--- config.mk ---
export PLATFORM = sky130hd
export DESIGN_NAME = i2c_register_access_master
export DESIGN_NICKNAME = d
export VERILOG_FILES = /design/src/hdl/i2cram_pkg.sv /design/src/hdl/i2c_register_access_master.sv
export SDC_FILE = /design/constraint.sdc
export NUM_CORES = 1
export LEC_CHECK = 0
export BUFFER_PORTS_ARGS = -buffer_cell sky130_fd_sc_hd__buf_2
export CORE_ASPECT_RATIO = 1.2
export CORE_MARGIN = 1.5
export CORE_UTILIZATION = 54
export DETAILED_ROUTE_END_ITERATION = 7
export GPL_TIMING_DRIVEN = 0
export MAX_ROUTING_LAYER = met4
export PLACE_DENSITY = 0.76
export SYNTH_ARGS = -nofsm -noshare
export SYNTH_HDL_FRONTEND = slang
export SYNTH_SLANG_ARGS = --single-unit
--- constraint.sdc ---
create_clock -name aclk -period 3.2 [get_ports aclk]
set_input_delay 0.64 -clock aclk [delete_from_list [all_inputs] [get_ports aclk]]
set_output_delay 0.64 -clock aclk [all_outputs]
set_load 0.01 [all_outputs]
--- src/hdl/i2cram_pkg.sv ---
// Shared constants for the I2C register access master.
// No dependencies; used by i2c_register_access_master.
`default_nettype none

package i2cram_pkg;

    // Tick kinds carried in tuser.
    localparam logic [1:0] KIND_TICK  = 2'd0;
    localparam logic [1:0] KIND_WRITE = 2'd1;
    localparam logic [1:0] KIND_READ  = 2'd2;

    // Configuration register map (byte addresses, one 32-bit register).
    localparam int unsigned APB_ADDR_W      = 3;
    localparam logic        REG_IDX_SLAVE   = 1'b0;
    localparam logic [7:0]  SLAVE_ADDR_RST  = 8'h80;
    localparam logic [7:0]  READ_BIT        = 8'h01;

    // Stream widths.
    localparam int unsigned S_TDATA_W = 32;
    localparam int unsigned M_TDATA_W = 24;

    // Quarter-bit positions inside one bit period.
    localparam logic [1:0] Q_SETUP  = 2'd0;
    localparam logic [1:0] Q_RISE   = 2'd1;
    localparam logic [1:0] Q_SAMPLE = 2'd2;
    localparam logic [1:0] Q_FALL   = 2'd3;

    // Bit count at which the acknowledge slot is reached.
    localparam logic [3:0] ACK_SLOT = 4'd8;

endpackage

`default_nettype wire

--- src/hdl/i2c_register_access_master.sv ---
// I2C master running 16-bit register write and read transactions to one slave.
// Depends on i2cram_pkg for kind codes, register map and widths.
`default_nettype none

// Each stream transaction on the slave side is one quarter-bit tick of the I2C
// bus; it carries the sampled SDA level and may start a register write or read
// while the master is idle. Every tick returns exactly one result with the SCL
// and SDA drive levels, busy, done, the last read value and a sticky flag that
// is set when the slave fails to acknowledge a sent byte. One tick is taken
// per clock cycle while the master side is not stalled; a tick passes through
// an input register and then a result register before its result is
// presented on the master side. The slave address is written through the APB
// port at byte address 0 and should only be changed while the bus is idle.
module i2c_register_access_master (
    input  wire logic                              aclk,
    input  wire logic                              aresetn,
    // APB configuration port
    input  wire logic                              psel,
    input  wire logic                              penable,
    input  wire logic                              pwrite,
    input  wire logic [i2cram_pkg::APB_ADDR_W-1:0] paddr,
    input  wire logic [31:0]                       pwdata,
    output logic      [31:0]                       prdata,
    output logic                                   pready,
    // Tick input
    input  wire logic                              s_tvalid,
    output logic                                   s_tready,
    // reg_addr[7:0], write_data[23:8], sda_in[24], zero[31:25]
    input  wire logic [i2cram_pkg::S_TDATA_W-1:0]  s_tdata,
    // kind[1:0]
    input  wire logic [1:0]                        s_tuser,
    // Result output
    output logic                                   m_tvalid,
    input  wire logic                              m_tready,
    // scl_out[0], sda_out[1], busy_res[2], done_res[3], read_data[19:4],
    // nack_seen[20], zero[23:21]
    output logic      [i2cram_pkg::M_TDATA_W-1:0]  m_tdata
);

    typedef enum logic [3:0] {
        PH_IDLE, PH_START, PH_ADDR, PH_PTR, PH_HI, PH_LO,
        PH_RESTART, PH_ADDR_RD, PH_RX_HI, PH_RX_LO, PH_STOP
    } phase_t;

    // Configuration and pipeline registers.
    logic [7:0]  slave_addr_reg;
    logic        in_valid_reg;
    logic [1:0]  in_kind_reg;
    logic [7:0]  in_ptr_reg;
    logic [15:0] in_value_reg;
    logic        in_sda_reg;
    logic        out_valid_reg;
    logic [i2cram_pkg::M_TDATA_W-1:0] out_data_reg;

    // Bus state.
    phase_t      phase_reg,   phase_next;
    logic [1:0]  quarter_reg, quarter_next;
    logic [3:0]  bit_count_reg, bit_count_next;
    logic [7:0]  shift_reg,   shift_next;
    logic        is_read_reg, is_read_next;
    logic [7:0]  pointer_reg, pointer_next;
    logic [15:0] value_reg,   value_next;
    logic        nack_reg,    nack_next;
    logic [15:0] last_read_reg, last_read_next;

    logic        advance;
    logic        cfg_write;
    logic        start;
    phase_t      ph;
    logic [1:0]  q;
    logic        scl, sda, busy, done, end_phase, ack_slot, tx, rx;
    logic [i2cram_pkg::M_TDATA_W-1:0] result;

    assign pready    = 1'b1;
    assign cfg_write = psel && penable && pwrite && pready;
    assign prdata    = (paddr[2] == i2cram_pkg::REG_IDX_SLAVE) ? {24'd0, slave_addr_reg} : 32'd0;

    assign advance  = in_valid_reg && (!out_valid_reg || m_tready);
    assign s_tready = !in_valid_reg || advance;
    assign m_tvalid = out_valid_reg;
    assign m_tdata  = out_data_reg;

    always_comb begin
        start = (phase_reg == PH_IDLE)
            && (in_kind_reg == i2cram_pkg::KIND_WRITE || in_kind_reg == i2cram_pkg::KIND_READ);

        // A start loads the transaction state and runs the first quarter at once.
        ph             = start ? PH_START : phase_reg;
        q              = start ? i2cram_pkg::Q_SETUP : quarter_reg;
        bit_count_next = start ? 4'd0 : bit_count_reg;
        shift_next     = start ? 8'd0 : shift_reg;
        is_read_next   = start ? (in_kind_reg == i2cram_pkg::KIND_READ) : is_read_reg;
        pointer_next   = start ? in_ptr_reg : pointer_reg;
        value_next     = start ? in_value_reg : value_reg;
        nack_next      = start ? 1'b0 : nack_reg;
        last_read_next = last_read_reg;
        quarter_next   = q;
        phase_next     = ph;

        scl       = 1'b1;
        sda       = 1'b1;
        done      = 1'b0;
        end_phase = 1'b0;
        busy      = (ph != PH_IDLE);
        tx        = (ph == PH_ADDR || ph == PH_PTR || ph == PH_HI || ph == PH_LO
                     || ph == PH_ADDR_RD);
        rx        = (ph == PH_RX_HI || ph == PH_RX_LO);
        ack_slot  = (bit_count_next >= i2cram_pkg::ACK_SLOT);

        if (ph == PH_START || ph == PH_RESTART) begin
            scl       = (q == i2cram_pkg::Q_RISE || q == i2cram_pkg::Q_SAMPLE);
            sda       = (q == i2cram_pkg::Q_SETUP || q == i2cram_pkg::Q_RISE);
            end_phase = (q == i2cram_pkg::Q_FALL);
        end else if (ph == PH_STOP) begin
            scl       = (q != i2cram_pkg::Q_SETUP);
            sda       = (q == i2cram_pkg::Q_SAMPLE || q == i2cram_pkg::Q_FALL);
            end_phase = (q == i2cram_pkg::Q_FALL);
            done      = end_phase;
        end else if (tx || rx) begin
            scl = (q == i2cram_pkg::Q_RISE || q == i2cram_pkg::Q_SAMPLE);
            if (tx) begin
                sda = ack_slot ? 1'b1 : shift_next[7];
            end else begin
                // Acknowledge the high byte, leave the low byte unacknowledged.
                sda = ack_slot ? (ph != PH_RX_HI) : 1'b1;
            end
            if (q == i2cram_pkg::Q_SAMPLE) begin
                if (tx && ack_slot && in_sda_reg) begin
                    nack_next = 1'b1;
                end
                if (rx && !ack_slot) begin
                    shift_next = {shift_next[6:0], in_sda_reg};
                end
            end
            if (q == i2cram_pkg::Q_FALL) begin
                if (tx && !ack_slot) begin
                    shift_next = {shift_next[6:0], 1'b0};
                end
                if (ack_slot) begin
                    end_phase = 1'b1;
                    if (ph == PH_RX_HI) begin
                        value_next = {shift_next, 8'd0};
                    end else if (ph == PH_RX_LO) begin
                        last_read_next = {value_next[15:8], shift_next};
                    end
                end else begin
                    bit_count_next = bit_count_next + 4'd1;
                end
            end
        end else begin
            phase_next = PH_IDLE;
        end

        if (ph != PH_IDLE) begin
            if (end_phase) begin
                case (ph)
                    PH_START:   phase_next = PH_ADDR;
                    PH_ADDR:    phase_next = PH_PTR;
                    PH_PTR:     phase_next = is_read_next ? PH_RESTART : PH_HI;
                    PH_HI:      phase_next = PH_LO;
                    PH_LO:      phase_next = PH_STOP;
                    PH_RESTART: phase_next = PH_ADDR_RD;
                    PH_ADDR_RD: phase_next = PH_RX_HI;
                    PH_RX_HI:   phase_next = PH_RX_LO;
                    PH_RX_LO:   phase_next = PH_STOP;
                    default:    phase_next = PH_IDLE;
                endcase
                quarter_next   = i2cram_pkg::Q_SETUP;
                bit_count_next = 4'd0;
                case (phase_next)
                    PH_ADDR:    shift_next = slave_addr_reg;
                    PH_PTR:     shift_next = pointer_next;
                    PH_HI:      shift_next = value_next[15:8];
                    PH_LO:      shift_next = value_next[7:0];
                    PH_ADDR_RD: shift_next = slave_addr_reg + i2cram_pkg::READ_BIT;
                    default:    shift_next = 8'd0;
                endcase
            end else begin
                quarter_next = q + 2'd1;
            end
        end

        result = {3'd0, nack_next, last_read_next, done, busy, sda, scl};
    end

    always_ff @(posedge aclk) begin
        if (!aresetn) begin
            slave_addr_reg <= i2cram_pkg::SLAVE_ADDR_RST;
            in_valid_reg   <= 1'b0;
            out_valid_reg  <= 1'b0;
            phase_reg      <= PH_IDLE;
            quarter_reg    <= 2'd0;
            bit_count_reg  <= 4'd0;
            shift_reg      <= 8'd0;
            is_read_reg    <= 1'b0;
            pointer_reg    <= 8'd0;
            value_reg      <= 16'd0;
            nack_reg       <= 1'b0;
            last_read_reg  <= 16'd0;
        end else begin
            if (cfg_write && paddr[2] == i2cram_pkg::REG_IDX_SLAVE) begin
                slave_addr_reg <= pwdata[7:0];
            end
            if (s_tready) begin
                in_valid_reg <= s_tvalid;
            end
            if (advance) begin
                out_valid_reg <= 1'b1;
                phase_reg     <= phase_next;
                quarter_reg   <= quarter_next;
                bit_count_reg <= bit_count_next;
                shift_reg     <= shift_next;
                is_read_reg   <= is_read_next;
                pointer_reg   <= pointer_next;
                value_reg     <= value_next;
                nack_reg      <= nack_next;
                last_read_reg <= last_read_next;
            end else if (m_tready) begin
                out_valid_reg <= 1'b0;
            end
        end
    end

    // Payload registers carry no reset.
    always_ff @(posedge aclk) begin
        if (s_tready && s_tvalid) begin
            in_kind_reg  <= s_tuser;
            in_ptr_reg   <= s_tdata[7:0];
            in_value_reg <= s_tdata[23:8];
            in_sda_reg   <= s_tdata[24];
        end
        if (advance) begin
            out_data_reg <= result;
        end
    end

    a_idle_counters_clear: assert property (@(posedge aclk) disable iff (!aresetn)
        phase_reg == PH_IDLE |-> quarter_reg == 2'd0 && bit_count_reg == 4'd0)
        else $error("idle master holds a non-zero bit position");

    a_bit_count_range: assert property (@(posedge aclk) disable iff (!aresetn)
        bit_count_reg <= i2cram_pkg::ACK_SLOT)
        else $error("bit counter ran past the acknowledge slot");

    a_framing_no_bits: assert property (@(posedge aclk) disable iff (!aresetn)
        (phase_reg == PH_START || phase_reg == PH_RESTART || phase_reg == PH_STOP)
        |-> bit_count_reg == 4'd0)
        else $error("bit counter moved during a start or stop condition");

    a_done_ends_transaction: assert property (@(posedge aclk) disable iff (!aresetn)
        advance && done |=> phase_reg == PH_IDLE && out_data_reg[2])
        else $error("done reported without returning to idle");

    a_stalled_tick_held: assert property (@(posedge aclk) disable iff (!aresetn)
        in_valid_reg && !advance |=> in_valid_reg)
        else $error("queued tick lost while the result side stalled");

endmodule

`default_nettype wire

* Yosys cells after proc, flatten, opt, wreduce, memory -nomap -nowiden
Cells that the tools add are included.
Word-level totals: output and inout port bits 59, bits in writable memories 0, memory bits (read-only) 0, memories 0, register bits after elaboration 118, bits in latches 0
Operators by class: div/mod/pow operators 0, shift operators 0, reductions and logical operators 33, add/sub/neg operators 3, multiplexer cells 71, multipliers 0, $lt $le $gt $ge 1, equal/unequal tests 21, bitwise logic cells 2
Operator list (number):
- $mux 16 | 14
- $mux 8 | 12
- $mux 4 | 16
- $pmux 8 s5 | 1
- $pmux 4 s8 | 1
- $eq 4x3->1 const B | 7
- $mux 1 | 23
- $eq 4x2->1 const B | 4
- $logic_or 1x1->1 | 13
- $eq 4x4->1 const B | 3
- $logic_and 1x1->1 | 10
- $add 8x1->8 const B | 1
- $mux 2 | 4
- $eq 2x2->1 const B | 3
- $add 4x1->4 const B | 1
- $eq 2x1->1 const B | 2
- $eq 4x1->1 const B | 1
- $ge 4x4->1 const B | 1
- $logic_not 4->1 | 1
- $ne 4x4->1 const B | 1
- $reduce_bool 2->1 | 2
- $reduce_bool 4->1 | 1
- $reduce_or 2->1 | 2
- $logic_not 1->1 | 3
- 3 further kinds | 4

* Depth between registers and ports, before layout
Gate-level depths: netlist of the first run.
depth after elaboration 20, mapped depth 14, mapped depth without buffers 13

* Worst setup path before layout of the first run
OpenSTA, ideal clock, no wires.
path type register to register, start register phase_reg[1], end register out_data_reg (netlist bit m_tdata[4]) (data pin), path slack 0.436 ns, library setup time 0.260 ns, clock period less this slack 2.764 ns, arrival time 2.504 ns, buffers on the path 2, stages on the path, launching flop included 13, path through dfxtp_1 -> buf_2 -> nor4_2 -> nand2_1 -> nand2_1 -> inv_1 -> ha_1 -> and3b_1 -> and2_1 -> clkbuf_1 -> a22o_1 -> and2_1 -> mux2_2
On the way: word-level cells in the longest chain between the ends 17
RTL lines:
- start, declared | line i2c_register_access_master.sv:56 | phase_t phase_reg, phase_next;
- start signal, assigned | line i2c_register_access_master.sv:209 | phase_reg <= phase_next;
- branches (longest 16 deep; another with $ge 4x4->1)
- $mux 16 (*) | line i2c_register_access_master.sv:110 | if (ph == PH_START || ph == PH_RESTART) begin
- net last_read_next[0] | line i2c_register_access_master.sv:64 | logic [15:0] last_read_reg, last_read_next;
- end signal, assigned | line i2c_register_access_master.sv:233 | out_data_reg <= result;
- end, declared | line i2c_register_access_master.sv:53 | logic [i2cram_pkg::M_TDATA_W-1:0] out_data_reg;
Mark *: on every way through the listed nets, which the timed path passes. A chain may end at the register's enable or synchronous reset.

* Final worst setup path of the first run
start register phase_reg[1], end register out_data_reg (netlist bit m_tdata[10]) (data pin)
Same word-level chain as after synthesis.

==> results.md, run 1 <==
- Final Hold Fails: 0
- Synth top area cells: edfxtp_1 (24%), dfxtp_1 (24%), nand2_1 (6.7%)
- Post-synth EDFFs: 48
- Antenna violations before repair: 0
- Remaining DRCs: 0
- Unrepaired setup endpoints after global routing: false
- DRT Pass-1 Iters: 7
- I/O pins: 135
- CTS tree: built
- Max Slew Vio Count: 0
- Die width: about 98 µm
- Final core occ: 68.39%
- Antenna cells: 0
- Pwr Total: 3861 µW
- Cell variety after synth: 71
- First DRT Iteration DRCs: about 490
- Vias/cell: 5.876
- Final Non-Filler Cells: 921
- Vias in the first global route: 5,050
- Largest register FFs: 21
- PortBufs: between 70 and 80
- Normalized max-slew margin: 19.34%
- Final Setup Violations: 0
- Clock transition at path regs: 0.06 ns
- Syn_area_per_cell: roughly 9 µm²
- Hold Crit Class: in2reg
- Final net count: roughly 860
- WS Path Type: reg2reg
- CP max FO: 10
- Die area: 11,580 µm²
- DP Area: 6546 µm²
- Setup crit end kind: flip-flop
- Slew @ Worst Pin: between 1 and 1.5 ns
- Max-Cap Viols: 0
- Starting density of the core: a little under three fifths
- Post-DP HPWL: 11.59 mm
- Syn Std Cell Area: ~5900 µm²
- Grt total ovfl: 0
- Post-DRT Antenna Nets: 0
- Clock Latency Late Sink: 0.42 ns
- Core Rows: 41
- Vert. Die Dim: 117.6 µm
- Share of layout cells above drive strength 1: 23.36%
- Top FF cell, synth: dfxtp_1
- Post-synth top cells: nand2_1 (105), a21oi_1 (78), dfxtp_1 (70), edfxtp_1 (48), nand3_1 (40)
- Htree depth: 4
- FILL cells: 877
- Via count: 5,412
- Biggest area consumer among synthesized cells: edfxtp_1
- First-pass GRT wire length: 25.82 mm
- Ys Warns: 0
- Leak Pwr: between 0.002 and 0.003 µW
- Gr usage total: just under 30%
- Sequential fraction of the synthesis area: between 40% and 50%
- Final Wtd Congestion: 0.9814
- Crit path required time: 3.37 ns
- Layout area overhead: 22.35%
- DRT Wirelength: 16.29 mm
- Max clock buf depth: 2
- Final instance area: just over 7000 µm²
- Worst VDD drop: 375.0 µV
- Fin crit share: about 95%
- Min cycle time layout: 3.039 ns
- WP data arrival: 3.21 ns
- Clock sink total: roughly 120
- Multi-input gate area: 2766 µm²
- Outcome: completed
- Largest net degree at the start of global routing: 28
- Skew final: 0.008909 ns
- CTS Buf Count: 17
- Async S/R FF share, synth: 0%
- Core ar.: 10,570 µm²
- Routed len/inst: 17.69 µm
- Crit start category: flip-flop
- Synth top area share: 24.40%
- Post-synthesis instance total: 658
- Power density over the cells: approximately 530 nW/µm²
- Max Freq: 329.0 MHz
- Count leader, synth: nand2_1
- Root buffer cell: clkbuf_16
- Register Area: 2843 µm²
- Yosys reg bits: roughly 120
- Dpl cells: 887
==> per-stage QoR <==
stage	setup TNS (ns)	hold slack, ns	setup slack [ns]
6_report	0	0.3890	0.1608
3_3_place_gp	-15.44	0.4400	-0.4378
3_5_place_dp	-7.443	0.4483	-0.3272
2_1_floorplan	0	0.4322	0.4364
5_1_grt	0	0.3851	0.001911
4_1_cts	0	0.3881	0.03363
==> cell usage in the layout, fill, tap and decap left out, types with 8 or more instances in the layout <==
| cell | instances |
|---|---|
| nor2_1 | 38 |
| nor2b_1 | 15 |
| mux2_2 | 8 |
| nand2_1 | 104 |
| mux2i_1 | 9 |
| nand3_1 | 40 |
| buf_2 | 83 |
| a21oi_1 | 75 |
| buf_4 | 31 |
| dfxtp_1 | 70 |
| edfxtp_1 | 48 |
| o21ai_0 | 34 |
| a22oi_1 | 19 |
| clkbuf_16 | 20 |
| clkbuf_1 | 20 |
| conb_1 | 28 |
==> power by group <==
group	leakage [µW]	internal, µW	switching, µW
logic	0.00156	115	207
clock network	0.000290	1160	735
registers	0.00101	1620	23.7
==> final timing paths <==
check	to	startpoint	slack, ns	depth (start not counted)
worst max-delay path	m_tdata[10]	phase_reg[1]	0.16	12
worst min-delay path	in_value_reg[11]	s_tdata[19]	0.39	1
worst max register to register	m_tdata[10]	phase_reg[1]	0.16	12
worst min register to register	last_read_reg[3]	last_read_reg[3]	0.45	2
==> repair_timing <==
action | in CTS | in global routing
pin swaps | 0 | 2
endpoints found under the setup margin | 49 | 32
buffers inserted | 0 | 3
hold buffers | 0 | 0
gates resized for setup | 5 | 11
==> critical path, cell delays in order, from the launching register on <==
cell and delay, ns:
dfxtp_1 0.35, buf_2 0.21, nor4_4 0.35, nand2_4 0.17, nand2_1 0.14, inv_1 0.07, ha_1 0.20, and3b_1 0.22
and2_1 0.16, clkbuf_1 0.17, o21ai_0 0.31, a21oi_2 0.14, mux2_2 0.28
==> area by class of cell <==
class / count / share of cell area (%)
flip-flops and latches: 118 / 39.34
multi-input cells: 485 / 38.28
clock buffers: 22 / 7.168
repair buffers: 77 / 5.748
plain buffers: 70 / 5.661
well taps: 129 / 2.233
clock inverters: 10 / 1.056
inverters: 10 / 0.5194
==> routing by layer <==
| metal | global-route usage (%) | vias up | wire length (µm) |
|---|---|---|---|
| met1 | 34.96 | 2566 | 6547 |
| met4 | 11.09 | 0 | 494 |
| met2 | 49.06 | 248 | 8182 |
| li1 | - | 2557 | - |
| met3 | 5.641 | 41 | 1068 |
| met5 | - | - | 0 |
==> cells by family after synthesis <==
| group | Yosys count | synth area share [%] |
|---|---|---|
| simple gates | 247 | 20.59 |
| compound gates | 183 | 18.66 |
| flops | 118 | 48.13 |
| buf+inv | 81 | 7.583 |
| mux | 17 | 3.050 |
| fa+ha+maj | 6 | 1.271 |
| xor+xnor | 4 | 0.5932 |
| other cells | 2 | 0.1271 |
(Power assumes the default switching activity.)
==> run 2: changes to the inputs <==
--- a/config.mk
+++ b/config.mk
@@ -8,11 +8,11 @@
 export BUFFER_PORTS_ARGS = -buffer_cell sky130_fd_sc_hd__buf_2
 export CORE_ASPECT_RATIO = 1.2
 export CORE_MARGIN = 1.5
-export CORE_UTILIZATION = 54
+export CORE_UTILIZATION = 25
 export DETAILED_ROUTE_END_ITERATION = 7
 export GPL_TIMING_DRIVEN = 0
 export MAX_ROUTING_LAYER = met4
-export PLACE_DENSITY = 0.76
+export PLACE_DENSITY = 0.39
 export SYNTH_ARGS = -nofsm -noshare
 export SYNTH_HDL_FRONTEND = slang
 export SYNTH_SLANG_ARGS = --single-unit
==> run 2 against run 1 <==
Count of clock-buffer cells in the layout down 5; flip-flop and latch count stayed put; largest cell class unchanged; register-to-register slack better by 0.05 ns; critical endpoint is now m_tdata[4]; global-route usage down 13 points; setup slack better by 0.053 ns; sequential share of layout area is 1.0 points lower; clock power about the same; non-clock buffer count unchanged; first-iteration DRC count decreased by 24%; via count is 3.2% lower; routed wire length is 16% higher.
==> results.md, run 2 (synthesis gave the netlist of run 1 again) <==
- Outcome: completed
- Vert. Die Dim: 171.4 µm
- Switching share of power: 26.60%
- Final Wtd Congestion: between 0.8 and 0.9
- Core ar.: ~23,000 µm²
- Hold Crit Class: in2reg
- FF-to-FF path depth: 12
- DP Area: 6765 µm²
- CP max FO: 10
- Max clock buf depth: 2
- Die area: 24,560 µm²
- Routed len/inst: 17.07 µm
- Crit start category: flip-flop
- Power density over the cells: 518.5 nW/µm²
- Starting density of the core: 25.46%
- Max Freq: approximately 330 MHz
- Largest net degree at the start of global routing: 31
- HP Start: s_tdata[22]
- Worst VDD drop: 342.7 µV
- Crit path required time: approximately 3.4 ns
- Most common cell after layout, fill and taps aside: nand2_1
- Share of layout cells above drive strength 1: 23.36%
- Final Hold Fails: 0
- Vias/cell: 4.734
- Core Rows: 61
- Final Setup Violations: 0
- Commonest non-fill, non-tap cells in the layout: nand2_1 (104), buf_2 (83), a21oi_1 (78)
- DRT Pass-1 Iters: 5
- Root buffer cell: clkbuf_16
- Clock sink total: 118
- Worst R2R Start: phase_reg[1]
- WS Path Type: reg2reg
- Fin crit share: slightly above 90%
- RR Endpoint: m_tdata[4]
- CTS tree: built
- Clock transition at path regs: 0.06 ns
- Largest register FFs: 21
- Hold Path Cell Cnt: 1
- Sw Pwr: 1023 µW
- CTS Buf Count: 17
- Post-DP HPWL: 14.17 mm
- Remaining DRCs: 0
- Die width: 143.3 µm
- First DRT Iteration DRCs: 367
- Final instance area: 7418 µm²
- I/O pins: around 140
- Slew @ Worst Pin: around 0.8 ns
- Layout area overhead: 25.59%
- Post-cts hold buffer count: 0
- Final net count: 861
- Share of total power in combinational logic: 8.7%
- Clock Latency Late Sink: between 0.4 and 0.5 ns
- Setup crit end kind: flip-flop
- Antenna violations before repair: 0
- Post-DRT Antenna Nets: 0
- Clock share of power: 48.6%
- Final core occ: 31.97%
- Sequential power share: 42.8%
- Unrepaired setup endpoints after global routing: false
- Htree depth: 4
- Grt total ovfl: 0
- Worst hold margin: 0.3890 ns
- Leak Pwr: 0.002841 µW
- Via count: between 5k and 6k
- Pwr Total: between 3000 and 4000 µW
- Vias in the first global route: approximately 5k
- First-pass GRT wire length: 28.64 mm
- PortBufs: 73
- Int Pwr: 2823 µW
- WP data arrival: 3.15 ns
- Gr usage total: 16.24%
- Setup TNS: 0 ns
- Max-Cap Viols: 0
- Antenna cells: 0
- DRT Wirelength: between 15 and 20 mm
- Setup slack, reg-to-reg: 0.21 ns
- Hold EP: in_value_reg[14]
- Normalized max-slew margin: 47.82%
- Min cycle time layout: 2.986 ns
- Max Slew Vio Count: 0
- Skew final: roughly 0.013 ns
## run 2: worst max-delay path by stage
stage | from | to | slack (ns) | cells after the start
final | phase_reg[1] | m_tdata[4] | 0.21 | 12
after global routing | phase_reg[1] | m_tdata[10] | 0.02 | 12
after CTS | phase_reg[1] | m_tdata[4] | 0.13 | 12
after detailed placement | in_kind_reg[1] | m_tdata[5] | -0.53 | 11
after global placement | m_tready | phase_reg[0] | -0.60 | 8
after floorplan | phase_reg[1] | m_tdata[4] | 0.44 | 12
## run 2: power by group through the flow
| stage | combinational [µW] | sequential, µW | clock [µW] |
|---|---|---|---|
| finish | 333 | 1650 | 1870 |
| global route | 366 | 1650 | 1980 |
| CTS | 334 | 1650 | 1910 |
| detailed placement | 328 | 1680 | 0 |
| global placement | 327 | 1680 | 0 |
| floorplan | 197 | 1680 | 0 |
## run 2: through the flow
| step | cells | worst slack [ns] |
|---|---|---|
| final | 1107 | 0.2140 |
| after global routing | 1107 | 0.01959 |
| after CTS | 1107 | 0.1331 |
| after detailed placement | 1072 | -0.5337 |
| after global placement | 1072 | -0.6007 |
| after floorplan | 684 | 0.4364 |
## run 2: final cells by class
cell class,instances,area [µm²]
fill,2456,15780
buffer,71,415.4
clock inverter,15,146.4
timing repair buffer,76,400.4
tap,315,394.1
inverter,10,37.54
sequential,118,2843
multi-input combinational,485,2756
clock buffer,17,425.4
## run 2: what timing repair did
item                                    CTS  global route
pin swaps                                 3             0
endpoints found under the setup margin   62            23
cloned                                    0             0
gates resized for setup                   7             5
buffers inserted                          3             0
## run 2: routing by layer
metal  part of all wire (%)  GRT usage (%)  wire [µm]
met5                      0              -          0
met4                    2.1          6.256        388
met3                    4.7          2.728        882
met2                     51          27.70       9610
met1                     42          19.09       8020
## run 2: worst max-delay path: stages (launching register included)
cell	delay, ns
dfxtp_1	0.38
buf_2	0.24
nor4_4	0.35
nand2_2	0.11
nand2_1	0.11
inv_1	0.06
ha_1	0.22
and3b_1	0.21
and2_1	0.16
clkbuf_1	0.18
a22o_1	0.27
and2_1	0.18
mux2_2	0.27
